## config.mk

```make
export PLATFORM = sky130hd
export DESIGN_NAME = bba_ctl
export DESIGN_NICKNAME = d
export VERILOG_FILES = /design/src/hdl/bba_pkg.sv /design/src/hdl/bba_ctl.sv
export SDC_FILE = /design/constraint.sdc
export NUM_CORES = 1
export LEC_CHECK = 0
export BUFFER_PORTS_ARGS = -buffer_cell sky130_fd_sc_hd__buf_2
export CORE_MARGIN = 8
export CORE_UTILIZATION = 45
export CTS_BUF_LIST = sky130_fd_sc_hd__clkbuf_8
export DETAILED_ROUTE_END_ITERATION = 10
export PLACE_DENSITY = 0.7
export SYNTH_ARGS = -nofsm -noshare
export SYNTH_HDL_FRONTEND = slang
export SYNTH_SLANG_ARGS = --single-unit
```

## constraint.sdc

```tcl
create_clock -name clk -period 5 [get_ports clk]
set_input_delay 1 -clock clk [delete_from_list [all_inputs] [get_ports clk]]
set_output_delay 1 -clock clk [all_outputs]
set_load 0.005 [all_outputs]
```

## src/hdl/bba_pkg.sv

```systemverilog
// Package for the buddy block allocator: sizes, node codes, payload types,
// and the command and status structs between controller and datapath.
// Depends on nothing.
`default_nettype none
package bba_pkg;

	localparam int POOL_BYTES      = 32768;
	localparam int MIN_BLOCK_BYTES = 32;
	localparam int NODE_COUNT      = 2047;

	// Level of the leaves: the root is level 0.
	localparam int LEAF_LEVEL = $clog2(POOL_BYTES / MIN_BLOCK_BYTES);
	localparam int LEVEL_W    = $clog2(LEAF_LEVEL + 2);
	// Node index wide enough for a child index past the last node.
	localparam int NODE_W     = $clog2(2 * NODE_COUNT + 1);
	localparam int ADDR_W     = $clog2(NODE_COUNT);
	localparam int SPAN_W     = $clog2(POOL_BYTES) + 1;

	localparam logic [1:0] ST_FREE  = 2'd0;
	localparam logic [1:0] ST_SPLIT = 2'd1;
	localparam logic [1:0] ST_USED  = 2'd2;

	localparam logic KIND_ALLOC = 1'b0;

	typedef struct packed {
		logic        kind;
		logic [15:0] byte_count;
		logic [14:0] block_offset;
	} req_t;

	typedef struct packed {
		logic        status;
		logic [14:0] granted_offset;
	} rsp_t;

	typedef enum logic [3:0] {
		OP_NONE,
		OP_CLR,
		OP_LOAD,
		OP_GROW,
		OP_WR_USED,
		OP_WR_SPLIT_DOWN,
		OP_DOWN_LEFT,
		OP_SIBLING,
		OP_PARENT_BASE,
		OP_WR_FREE,
		OP_DOWN_BY_OFF,
		OP_PARENT,
		OP_MERGE,
		OP_RES_FAIL,
		OP_RES_FREE,
		OP_OUT
	} dp_op_t;

	typedef struct packed {
		dp_op_t op;
		logic   rd_kids;
	} dp_cmd_t;

	typedef struct packed {
		logic [1:0] st;
		logic       oob;
		logic       lvl_eq;
		logic       lvl_gt;
		logic       at_leaf;
		logic       is_root;
		logic       is_left;
		logic       base_hit;
		logic       kind;
		logic       size_bad;
		logic       want_lt;
		logic       kids_free;
		logic       clr_last;
		logic       out_free;
	} dp_stat_t;

endpackage
`default_nettype wire

```

## src/hdl/bba_ctl.sv

```systemverilog
// Controller of the buddy block allocator: sequences the clearing pass,
// the allocation walk and the free walk. Depends on bba_pkg.
`default_nettype none
module bba_ctl (
	input  wire logic              clk,
	input  wire logic              arst_n,
	input  wire logic              req_valid,
	output logic                   req_ready,
	input  wire bba_pkg::dp_stat_t stat,
	output bba_pkg::dp_cmd_t       cmd
);
	import bba_pkg::*;

	typedef enum logic [12:0] {
		S_CLEAR = 13'b0000000000001,
		S_IDLE  = 13'b0000000000010,
		S_CHECK = 13'b0000000000100,
		S_SIZE  = 13'b0000000001000,
		S_A_RD  = 13'b0000000010000,
		S_A_EV  = 13'b0000000100000,
		S_A_UP  = 13'b0000001000000,
		S_R_RD  = 13'b0000010000000,
		S_R_EV  = 13'b0000100000000,
		S_R_UP  = 13'b0001000000000,
		S_U_RD  = 13'b0010000000000,
		S_U_EV  = 13'b0100000000000,
		S_FIN   = 13'b1000000000000
	} state_t;

	state_t state_q, state_d;

	assign req_ready = state_q == S_IDLE;

	always_comb begin
		state_d     = state_q;
		cmd.op      = OP_NONE;
		cmd.rd_kids = 1'b0;
		unique case (state_q)
			S_CLEAR: begin
				cmd.op = OP_CLR;
				if (stat.clr_last) begin
					state_d = S_IDLE;
				end
			end
			S_IDLE: begin
				if (req_valid) begin
					cmd.op  = OP_LOAD;
					state_d = S_CHECK;
				end
			end
			S_CHECK: begin
				if (stat.kind != KIND_ALLOC) begin
					state_d = S_R_RD;
				end else if (stat.size_bad) begin
					cmd.op  = OP_RES_FAIL;
					state_d = S_FIN;
				end else begin
					state_d = S_SIZE;
				end
			end
			S_SIZE: begin
				if (stat.want_lt) begin
					cmd.op = OP_GROW;
				end else begin
					state_d = S_A_RD;
				end
			end
			S_A_RD: state_d = S_A_EV;
			S_A_EV: begin
				if (stat.oob || stat.st == ST_USED || stat.lvl_gt) begin
					state_d = S_A_UP;
				end else if (stat.st == ST_FREE) begin
					if (stat.lvl_eq) begin
						cmd.op  = OP_WR_USED;
						state_d = S_FIN;
					end else if (stat.at_leaf) begin
						state_d = S_A_UP;
					end else begin
						cmd.op  = OP_WR_SPLIT_DOWN;
						state_d = S_A_RD;
					end
				end else begin
					cmd.op  = OP_DOWN_LEFT;
					state_d = S_A_RD;
				end
			end
			S_A_UP: begin
				if (stat.is_root) begin
					cmd.op  = OP_RES_FAIL;
					state_d = S_FIN;
				end else if (stat.is_left) begin
					cmd.op  = OP_SIBLING;
					state_d = S_A_RD;
				end else begin
					cmd.op = OP_PARENT_BASE;
				end
			end
			S_R_RD: state_d = S_R_EV;
			S_R_EV: begin
				if (stat.oob || stat.st == ST_FREE) begin
					state_d = S_R_UP;
				end else if (stat.st == ST_USED) begin
					if (stat.base_hit) begin
						cmd.op = OP_WR_FREE;
					end
					state_d = S_R_UP;
				end else begin
					cmd.op  = OP_DOWN_BY_OFF;
					state_d = S_R_RD;
				end
			end
			S_R_UP: begin
				if (stat.is_root) begin
					cmd.op  = OP_RES_FREE;
					state_d = S_FIN;
				end else begin
					cmd.op  = OP_PARENT;
					state_d = S_U_RD;
				end
			end
			S_U_RD: begin
				cmd.rd_kids = 1'b1;
				state_d     = S_U_EV;
			end
			S_U_EV: begin
				if (stat.kids_free) begin
					cmd.op = OP_MERGE;
				end
				state_d = S_R_UP;
			end
			S_FIN: begin
				if (stat.out_free) begin
					cmd.op  = OP_OUT;
					state_d = S_IDLE;
				end
			end
			default: state_d = S_IDLE;
		endcase
	end

	always_ff @(posedge clk or negedge arst_n) begin
		if (!arst_n) begin
			state_q <= S_CLEAR;
		end else begin
			state_q <= state_d;
		end
	end

endmodule
`default_nettype wire
```

Word-level counts from Yosys, hierarchy flattened --
Index checks and enable logic that the tools add are counted.
Storage, ports and cells: register bits 13, output and inout bits 6, word-level logic and storage cells 59
Cells by class: equal/unequal tests 19, multiplexer cells 34, reductions and logical operators 5
Operator list (number):
- 13-bit case mux with 13 select lines | 1
- 13-bit 2-to-1 mux | 12
- 4-bit 2-to-1 mux | 11
- 4-bit case mux with 10 select lines | 1
- 10-bit 2-to-1 mux | 2
- 13-bit by 1-bit == test with 1-bit output (second input constant) | 1
- 13-bit by 10-bit == test with 1-bit output (second input constant) | 1
- 13-bit by 11-bit == test with 1-bit output (second input constant) | 1
- 13-bit by 12-bit == test with 1-bit output (second input constant) | 1
- 13-bit == test (second input constant) | 1
- 13-bit by 2-bit == test with 1-bit output (second input constant) | 1
- 13-bit by 3-bit == test with 1-bit output (second input constant) | 1
- 13-bit by 4-bit == test with 1-bit output (second input constant) | 1
- 13-bit by 5-bit == test with 1-bit output (second input constant) | 1
- 13-bit by 6-bit == test with 1-bit output (second input constant) | 1
- 13-bit by 7-bit == test with 1-bit output (second input constant) | 1
- 13-bit by 8-bit == test with 1-bit output (second input constant) | 1
- 13-bit by 9-bit == test with 1-bit output (second input constant) | 1
- 3-bit 2-to-1 mux | 3
- 2-bit != test (second input constant) | 4
- 7-bit 2-to-1 mux | 1
- 5-bit AND reduction | 1
- 2-bit 2-to-1 mux | 2
- 1-bit logical OR | 3
- 4 further kinds | 4

Longest topological paths before layout --
Gate-level depths: netlist of the first run.
depth in word-level cells 5, gate-level depth with buffers 7, mapped depth without buffers 6

Worst setup path after synthesis of the first run --
No wires, ideal clock.
path type reg-to-output, start register state_q[1], end output port cmd[1] (netlist name), arrival time 2.212 ns, data required time 4.000 ns, slack 1.788 ns, stages on the path, launching flop included 6, buffers on the path 0, cell sequence dfrtp_1 nor4_4 nand3_2 or4_4 or4b_4 o2111ai_1
RTL lines:
- start, declared | RTL line bba_ctl.sv:30 | state_t state_q, state_d;
- start signal, assigned | RTL line bba_ctl.sv:145 | state_q <= state_d;
- end, declared | RTL line bba_ctl.sv:10 | output bba_pkg::dp_cmd_t cmd

==> flow_metrics.tcl, run 1 <==
set metrics [dict create \
    status "finished, final reports clean" \
    final_common_cell "buf_2" \
    synth-simple-area-share_pct 45.7 \
    power_density_mw_per_mm2 320 \
    finalHoldViolCount 0 \
    p_sw_mw 0.158 \
    cp.arrival_ns 2.79 \
    die_w_um 64.7 \
    gp_congestion 0.882 \
    synth_seq_area_share_pct 30.6 \
    synth-edff-count 0 \
    clk_pin_slew_ns 0.06 \
    coreArea_mm2 0.00223 \
    drt-initial-drc-count 63 \
    num_vias 1113 \
    drv_cap 0 \
    clk_latency_ns 0.26 \
    cp_max_fo 7 \
    yosys.area_share.adder_pct 0 \
    crit_chain "nor4_4, nand3_2, or4_4, or4b_4, o2111ai_1, buf_2" \
    critPathLaunchType "register" \
    sw_frac_of_total_pct 39.5 \
    crit_type "reg -> out" \
    syn_area_per_cell_um2 8.21 \
    finalCriticalPeriod_ns 3.79 \
    p_seq_share_pct 35.3 \
    grt_usage_pct 15.1 \
    ant_nets 0 \
    grt_overflow 0 \
    worstMarginPinSlew_ns 0.718 \
    finalCritPeriodShare_pct 75.7 \
    crit_required_ns 4.00 \
    dieArea_mm2 0.00419 \
    critPathSlowestCell "or4_4" \
    worst_hold_slack_ns 0.546 \
    rsz0062_at_grt "no" \
    p_comb_share_pct 39.5 \
    clk_path_buf_depth 2 \
    largest_reg_flops 13 \
    yosys_warnings 0 \
    syn_to_final_growth_pct 16.9 \
    grt_max_degree 14 \
    cpLargestDelayFamily "simple AND/OR/NAND/NOR gates" \
    synth_compound_area_share_pct 16.3 \
    syn-cell-area_mm2 0.00107 \
    startpoint "state_q[1]$_DFFE_PN0P_" \
    synth-seq-cells 13 \
    muxShareOfSynthArea_pct 0.938 \
    synth.distinct_cells 45 \
    ir_drop_mv 0.155 \
    p_int_mw 0.241 \
    clkPwrFrac_pct 25.3 \
    io_buffers 23 \
    max_slew_margin_pct 51.8 \
    cp.depth 6 \
    fmax_ghz 0.264 \
    antenna_found_initial 0 \
    nFillCells 213 \
    ctsHtreeMaxLevel 1 \
    ys.flop_type "dfrtp_1" \
    top_register "state_q" \
    root_buffer "clkbuf_8" \
    rr_worst_depth 5 \
    final_cell_mix "buf_2 (23), dfrtp_1 (12), nor2_1 (11), nand2_1 (9), inv_1 (7)" \
    cp-end-kind "output port" \
    drv_slew 0 \
    initial_core_util_pct 47.8 \
    p_leak_nw 0.586 \
    dp_hpwl_mm 2.35 \
    critPathBufInv 1 \
    rows 17 \
    clock_skew_ns 0.00104 \
    critPathMaxStageDelay_ns 0.57 \
    hp-class "reg -> reg" \
    top_regs "state_q x13" \
    whs_path_depth 1 \
    firstDrtPassIters 4 \
    synthCells 130 \
    wl_per_cell_um 16.6 \
    insertedDiodeCount 0 \
    finalSetupViolCount 0 \
    grt_pass1_vias 1101 \
    die_h_um 64.7 \
    fin_nets 172 \
    drive_gt1_share_pct 25.5 \
    cts_hold_buf 0 \
    post_cts_resized 0 \
    async_flop_share_pct 100 \
    post_cts_buffers 0 \
    cts.sinks 13 \
    avgViaCountPerCell 6.15 \
    syn_nets 148 \
    io_pins 24 \
    cts_buffers 3 \
    timing.rr.start "state_q[1]$_DFFE_PN0P_" \
    synth_top_family_by_area "simple AND/OR/NAND/NOR gates" \
    setup_tns_ns 0 \
    cts_tree "done" \
    grt_first_pass_wirelength_mm 5.01 \
    drc 0 \
    hp-start "state_q[7]$_DFFE_PN0P_" \
    drt_wl_total_mm 3.01 \
    synth-xor-area-share_pct 2.46 \
]
[worst reg2reg max path, delay by kind of cell, from the launching register on]
kind | cells | cell delay, ns
AND/OR/NAND/NOR | 4 | 1.73
AO/OA/AOI/OAI | 1 | 0.22
flip-flops | 1 | 0.47
[logic make-up (layout without fill, tap and decap cells)]
logic type,after synthesis,in the layout
AND/OR/NAND/NOR,77,77
AO/OA/AOI/OAI,25,25
flip-flops,13,13
buffers and inverters,11,34
XOR/XNOR,3,3
multiplexers,1,1
[cells in the mapped netlist (3+ instances only)]
| master | n | share of area [%] |
|---|---|---|
| a21oi_1 | 5 | 2.3 |
| and3_1 | 4 | 2.3 |
| clkbuf_1 | 3 | 1.1 |
| dfrtp_1 | 12 | 28 |
| inv_1 | 7 | 2.5 |
| nand2_1 | 9 | 3.2 |
| nand2b_1 | 6 | 3.5 |
| nand3_1 | 6 | 2.8 |
| nand4_1 | 5 | 2.9 |
| nor2_1 | 11 | 3.9 |
| nor2b_1 | 5 | 2.9 |
| nor3_1 | 5 | 2.3 |
| nor4_1 | 4 | 2.3 |
| o2111ai_1 | 4 | 3.3 |
| o21ai_0 | 6 | 2.8 |
| or3_1 | 3 | 1.8 |
[per-layer routing]
layer	vias up	share of wire [%]	track usage, %
met5	-	0	0
met4	0	2.7	8.72
met3	7	6.4	4.47
met2	50	43	22.9
met1	516	47	18.7
li1	540	-	-
[power groups by stage]
stage	Clock, mW	Combinational [mW]	Sequential (mW)
2_1_floorplan	0	0.116	0.134
3_3_place_gp	0	0.158	0.142
3_5_place_dp	0	0.156	0.142
4_1_cts	0.101	0.157	0.141
5_1_grt	0.108	0.175	0.143
6_report	0.101	0.157	0.141
[cell type report]
type | instances | area (um2) | area share, %
multi-input combinational | 106 | 698 | 56.0
sequential | 13 | 327 | 26.2
timing repair buffer | 23 | 115 | 9.23
clock buffer | 3 | 41.3 | 3.31
tap | 28 | 35.0 | 2.81
inverter | 7 | 26.3 | 2.11
clock inverter | 1 | 5.00 | 0.401
[per-stage QoR]
stage          cells  power (mW)  cell area, um2  util [%]  setup WS (ns)
2_1_floorplan    130       0.250            1070         -           1.79
3_3_place_gp     177       0.299            1200      53.8           1.55
3_5_place_dp     177       0.298            1200      53.8           1.51
4_1_cts          181       0.399            1250      55.9           1.21
5_1_grt          181       0.426            1250      55.9           1.10
6_report         181       0.399            1250      55.9           1.21
[path summary, 6_finish.rpt]
kind                                           end  slack, ns
max                                         cmd[1]       1.21
min                         state_q[5]$_DFFE_PN0P_       0.55
max reg2reg                state_q[12]$_DFFE_PN0P_       2.49
min reg2reg                 state_q[5]$_DFFE_PN0P_       0.55
max in group asynchronous   state_q[0]$_DFFE_PN1P_       4.09
min in group asynchronous  state_q[12]$_DFFE_PN0P_       0.62
No activity file was read; power rests on OpenSTA's default activity.
==> inputs of run 2 (changes only) <==
--- a/config.mk
+++ b/config.mk
@@ -5,12 +5,13 @@
 export SDC_FILE = /design/constraint.sdc
 export NUM_CORES = 1
 export LEC_CHECK = 0
+export ABC_AREA = 1
 export BUFFER_PORTS_ARGS = -buffer_cell sky130_fd_sc_hd__buf_2
 export CORE_MARGIN = 8
 export CORE_UTILIZATION = 45
 export CTS_BUF_LIST = sky130_fd_sc_hd__clkbuf_8
 export DETAILED_ROUTE_END_ITERATION = 10
-export PLACE_DENSITY = 0.7
+export PLACE_DENSITY = 0.73
 export SYNTH_ARGS = -nofsm -noshare
 export SYNTH_HDL_FRONTEND = slang
 export SYNTH_SLANG_ARGS = --single-unit
==> constraint.sdc (replaced) <==
create_clock -name clk -period 3.15 [get_ports clk]
set_input_delay 0.63 -clock clk [delete_from_list [all_inputs] [get_ports clk]]
set_output_delay 0.63 -clock clk [all_outputs]
set_load 0.005 [all_outputs]
==> flow_metrics.tcl, run 2 <==
set metrics [dict create \
    status "finished, final reports clean" \
    cpLargestDelayFamily "simple AND/OR/NAND/NOR gates" \
    firstDrtPassIters 4 \
    cp-end-kind "output port" \
    drv_cap 0 \
    critPathMaxStageDelay_ns 0.39 \
    clk_pin_slew_ns 0.06 \
    ant_nets 0 \
    setup_slack_ns 0.802 \
    largest_reg_flops 13 \
    cts_hold_buf 0 \
    cts.sinks 13 \
    r2r_slack_ns 1.64 \
    cp.depth 8 \
    crit_required_ns 2.52 \
    syn_nets 184 \
    root_buffer "clkbuf_8" \
    grt_usage_pct 14.3 \
    p_leak_nw 0.785 \
    post_cts_resized 0 \
    startpoint "state_q[6]$_DFFE_PN0P_" \
    cp.arrival_ns 1.72 \
    crit_chain "nor2_2, nand2_4, nor2_8, nand2_1, nor2_1, nor3b_1, nand3b_1, buf_2" \
    nFillCells 239 \
    critPathLaunchType "register" \
    rr_endpoint "state_q[4]$_DFFE_PN0P_" \
    num_vias 1146 \
    clk_latency_ns 0.24 \
    rr_worst_depth 9 \
    dieArea_mm2 0.00424 \
    gp_congestion 0.943 \
    final_cell_mix "nor2_1 (31), inv_1 (30), nand2_1 (30), buf_2 (23), nand3_1 (16)" \
    synthCells 166 \
    dp_worst_setup_slack_ns 0.875 \
    finalCriticalPeriod_ns 2.35 \
    ir_drop_mv 0.296 \
    synth-edff-count 0 \
    worst_hold_slack_ns 0.266 \
    power_density_mw_per_mm2 515 \
    fin_util_pct 56.8 \
    crit_type "reg -> out" \
    worstSetupEndpoint "cmd[1]" \
    drive_gt1_share_pct 24.4 \
    die_h_um 65.1 \
    max_slew_margin_pct 80.0 \
    io_pins 24 \
    avgViaCountPerCell 5.19 \
    final_common_cell "nor2_1" \
    critPathSlowestCell "dfrtp_1" \
    grt_overflow 0 \
    finalHoldViolCount 0 \
    fin_nets 212 \
    fmax_ghz 0.426 \
    drc 0 \
    finalCritPeriodShare_pct 74.5 \
    grt_pass1_vias 1196 \
    synth_seq_area_share_pct 30.1 \
    ctsHtreeMaxLevel 1 \
    ys_top_cells_by_count "nor2_1 (31), nand2_1 (30), inv_1 (29)" \
    drt_wl_total_mm 2.77 \
    setup_tns_ns 0 \
    synth.distinct_cells 22 \
    syn_to_final_growth_pct 18.0 \
    clk_path_buf_depth 2 \
    coreArea_mm2 0.00225 \
    worstMarginPinSlew_ns 0.300 \
    initial_core_util_pct 48.1 \
    synth_top_area_share_pct 27.7 \
    wl_per_cell_um 12.5 \
    synth_most_common_cell "nor2_1" \
    multi_input_area_um2 638 \
    insertedDiodeCount 0 \
    rows 17 \
    yosys_warnings 0 \
    die_w_um 65.1 \
    ys.flop_type "dfrtp_1" \
    syn_area_per_cell_um2 6.53 \
    clock_skew_ns 0.00116 \
    cts_buffers 3 \
    cp_max_fo 10 \
    synth-seq-cells 13 \
    antenna_found_initial 0 \
    finalSetupViolCount 0 \
    drv_slew 0 \
    top_regs "state_q x13" \
    cts_tree "done" \
    syn-cell-area_mm2 0.00108 \
    grt_max_degree 14 \
    io_buffers 23 \
    regArea_um2 327 \
    dp_hpwl_mm 2.39 \
    hp-class "in -> async" \
    post_cts_buffers 0 \
    drt-initial-drc-count 35 \
    top_register "state_q" \
    netlist_top_cells_area "dfrtp_1 (28%), nor2_1 (11%), nand2_1 (10%), inv_1 (10%), nand3_1 (7.4%)" \
    timing.rr.start "state_q[6]$_DFFE_PN0P_" \
    synth_top_cell_by_area "dfrtp_1" \
    grt_first_pass_wirelength_mm 4.93 \
    async_flop_share_pct 100 \
    critPathBufInv 1 \
    rsz0062_at_grt "no" \
]
-- run 2: cell count changes after synthesis, sizes merged, moves of 5 or more --
cell / change
nand2: +26
nand3: +10
nor2b: -5
inv: +25
nand2b: -6
nor2: +29
nor4: -6
-- run 2: cell families after synthesis --
kind of cell | after synthesis | synth area share (%)
AO/OA/AOI/OAI | 12 | 5.77
buffers and inverters | 32 | 11.1
flip-flops | 13 | 30.1
AND/OR/NAND/NOR | 109 | 53.1
-- run 2: metrics by stage --
| step | total power [mW] | area (um2) | instances |
|---|---|---|---|
| floorplan | 0.432 | 1080 | 166 |
| global placement | 0.508 | 1230 | 217 |
| detailed placement | 0.514 | 1230 | 217 |
| CTS | 0.665 | 1280 | 221 |
| global route | 0.710 | 1280 | 221 |
| finish | 0.659 | 1280 | 221 |
-- run 2: worst min-delay path by stage --
stage | startpoint | to | slack [ns] | cells after the start
after floorplan | arst_n | state_q[10]$_DFFE_PN0P_ | 0.33 | 0
after global placement | arst_n | state_q[11]$_DFFE_PN0P_ | 0.53 | 1
after detailed placement | arst_n | state_q[11]$_DFFE_PN0P_ | 0.54 | 1
after CTS | arst_n | state_q[8]$_DFFE_PN0P_ | 0.27 | 1
after global routing | arst_n | state_q[11]$_DFFE_PN0P_ | 0.28 | 1
final | arst_n | state_q[6]$_DFFE_PN0P_ | 0.27 | 1
-- run 2: routing by layer --
layer / vias up / track usage [%] / routed length (um)
li1: 577 / - / -
met1: 528 / 16.6 / 1230
met2: 37 / 24.6 / 1310
met3: 4 / 2.88 / 185
met4: 0 / 6.81 / 37
met5: - / 0 / 0
-- run 2: where the power goes --
| group | switching [mW] | internal, mW | leakage, nW |
|---|---|---|---|
| combinational | 0.197 | 0.109 | 0.584 |
| sequential | 0.0191 | 0.186 | 0.174 |
| clock | 0.0614 | 0.0861 | 0.0269 |
| total | 0.277 | 0.381 | 0.785 |
-- run 2: final cells by class --
| type | instances | area share [%] |
|---|---|---|
| inverter | 32 | 9.38 |
| clock inverter | 1 | 0.293 |
| sequential | 13 | 25.5 |
| multi-input combinational | 121 | 49.9 |
| clock buffer | 3 | 3.23 |
| timing repair buffer | 23 | 8.99 |
| tap | 28 | 2.74 |
-- run 2: worst register-to-register path, cell delays in order (launching register included) --
cell     delay, ns
dfrtp_1       0.39
nor2_2        0.21
nand2_4       0.12
nor2_2        0.21
nand2_1       0.11
inv_1         0.09
nor2_1        0.05
nand3_2       0.07
nand2_1       0.05
nor2_1        0.12
==> inputs of run 3 (changes only) <==
==> constraint.sdc (replaced) <==
create_clock -name clk -period 2.04 [get_ports clk]
set_input_delay 0.408 -clock clk [delete_from_list [all_inputs] [get_ports clk]]
set_output_delay 0.408 -clock clk [all_outputs]
set_load 0.005 [all_outputs]
==> flow_metrics.tcl, run 3 (synthesis results as in run 2) <==
set metrics [dict create \
    status "finished, violations left" \
    violations "negative setup slack" \
    sw_frac_of_total_pct 42.4 \
    dp_hpwl_mm 2.41 \
    wl_per_cell_um 13.1 \
    io_buffers 23 \
    gp_congestion 0.882 \
    top_register "state_q" \
    finalSetupViolCount 3 \
    avgViaCountPerCell 5.21 \
    cts_tree "done" \
    clk_pin_slew_ns 0.06 \
    nFillCells 204 \
    syn_to_final_growth_pct 35.2 \
    cp-end-kind "output port" \
    clk_latency_ns 0.24 \
    num_vias 1225 \
    crit_required_ns 1.63 \
    rows 17 \
    drt_wl_total_mm 3.07 \
    p_comb_share_pct 52.8 \
    cp.arrival_ns 1.69 \
    drv_slew 0 \
    drv_cap 0 \
    initial_core_util_pct 48.1 \
    grt_pass1_vias 1183 \
    worstMarginPinSlew_ns 0.386 \
    insertedDiodeCount 0 \
    p_seq_share_pct 27.5 \
    clk_path_buf_depth 2 \
    p_sw_mw 0.490 \
    final_common_cell "inv_1" \
    crit_type "reg -> out" \
    hp-class "in -> async" \
    power_density_mw_per_mm2 789 \
    place_area_mm2 0.00123 \
    drc 0 \
    setup_slack_ns -0.0567 \
    drive_gt1_share_pct 34.8 \
    drt-initial-drc-count 50 \
    root_buffer "clkbuf_8" \
    cp_max_fo 4 \
    coreArea_mm2 0.00225 \
    grt_usage_pct 15.0 \
    worst_hold_slack_ns 0.0525 \
    max_slew_margin_pct 74.1 \
    fin_nets 226 \
    p_int_mw 0.667 \
    rsz0062_at_grt "yes" \
    die_h_um 65.1 \
    critPathLaunchType "register" \
    finalHoldViolCount 0 \
    fin_area_mm2 0.00147 \
    io_pins 24 \
    grt_first_pass_wirelength_mm 5.15 \
    cts_buffers 3 \
    cts.sinks 13 \
    ant_nets 0 \
    top_regs "state_q x13" \
    finalCritPeriodShare_pct 103 \
    largest_reg_flops 13 \
    finalCriticalPeriod_ns 2.10 \
    firstDrtPassIters 4 \
    clock_skew_ns 0.00132 \
    die_w_um 65.1 \
    fmax_ghz 0.477 \
    grt_max_degree 14 \
    ir_drop_mv 0.582 \
    final_cell_mix "inv_1 (30), nor2_1 (27), nand2_1 (27), buf_2 (23), nand3_1 (15)" \
    antenna_found_initial 0 \
    grt_overflow 0 \
    ctsHtreeMaxLevel 1 \
    dieArea_mm2 0.00424 \
    p_leak_nw 0.846 \
    clkPwrFrac_pct 19.7 \
]
==> run 3: final timing paths <==
| path | from | to | slack [ns] | cells after the start |
|---|---|---|---|---|
| worst max-delay path | state_q[1]$_DFFE_PN0P_ | cmd[2] | -0.06 | 8 |
| worst min-delay path | arst_n | state_q[9]$_DFFE_PN0P_ | 0.05 | 1 |
| worst max register to register | state_q[10]$_DFFE_PN0P_ | state_q[1]$_DFFE_PN0P_ | 0.32 | 10 |
| worst min register to register | state_q[1]$_DFFE_PN0P_ | state_q[1]$_DFFE_PN0P_ | 0.63 | 2 |
| max in group asynchronous | arst_n | state_q[0]$_DFFE_PN1P_ | 1.70 | 1 |
| min in group clk | stat[1] | state_q[0]$_DFFE_PN1P_ | 0.40 | 3 |
==> run 3: cell type report <==
type	count	area, um2	area share, %
sequential	13	327	22.3
clock buffer	3	41.3	2.82
clock inverter	1	3.75	0.256
multi-input combinational	121	717	48.9
inverter	32	123	8.36
timing repair buffer	37	220	15.0
tap	28	35.0	2.39
==> run 3: routing by layer <==
layer	track usage [%]	wire [um]	up-vias
li1	-	-	610
met1	18.4	1340	564
met2	24.7	1470	41
met3	2.88	191	10
met4	6.81	69	0
met5	0	0	-
==> run 3: per-stage QoR <==
step,setup WS (ns),std cells,power [mW],setup TNS (ns),util [%]
final,-0.0567,235,1.16,-0.0991,65.0
after global routing,-0.162,235,1.23,-0.518,65.0
after CTS,-0.0724,227,1.06,-0.152,60.8
after detailed placement,0.107,217,0.793,0,54.8
after global placement,0.151,217,0.778,0,54.8
after floorplan,0.451,166,0.667,0,-
==> run 3: repair_timing <==
action | 4_1_cts | 5_1_grt
hold buffers | 0 | 0
pin swaps | 8 | 10
setup buffers | 6 | 8
resized for setup | 12 | 9
setup endpoints to repair | 4 | 4
==> run 3: critical path: stages, from the launching register on <==
cell and delay, ns:
dfrtp_1 0.43, buf_4 0.15, inv_1 0.04, nor3_1 0.36
nand2_2 0.13, nor2_4 0.13, nor3b_2 0.05, nand2_1 0.06
buf_2 0.11
==> run 3: power by group through the flow <==
stage | clock network, mW | logic, mW | registers (mW)
3_5_place_dp | 0 | 0.472 | 0.321
6_report | 0.228 | 0.610 | 0.318
4_1_cts | 0.228 | 0.512 | 0.317
3_3_place_gp | 0 | 0.459 | 0.319
2_1_floorplan | 0 | 0.351 | 0.316
5_1_grt | 0.237 | 0.673 | 0.322
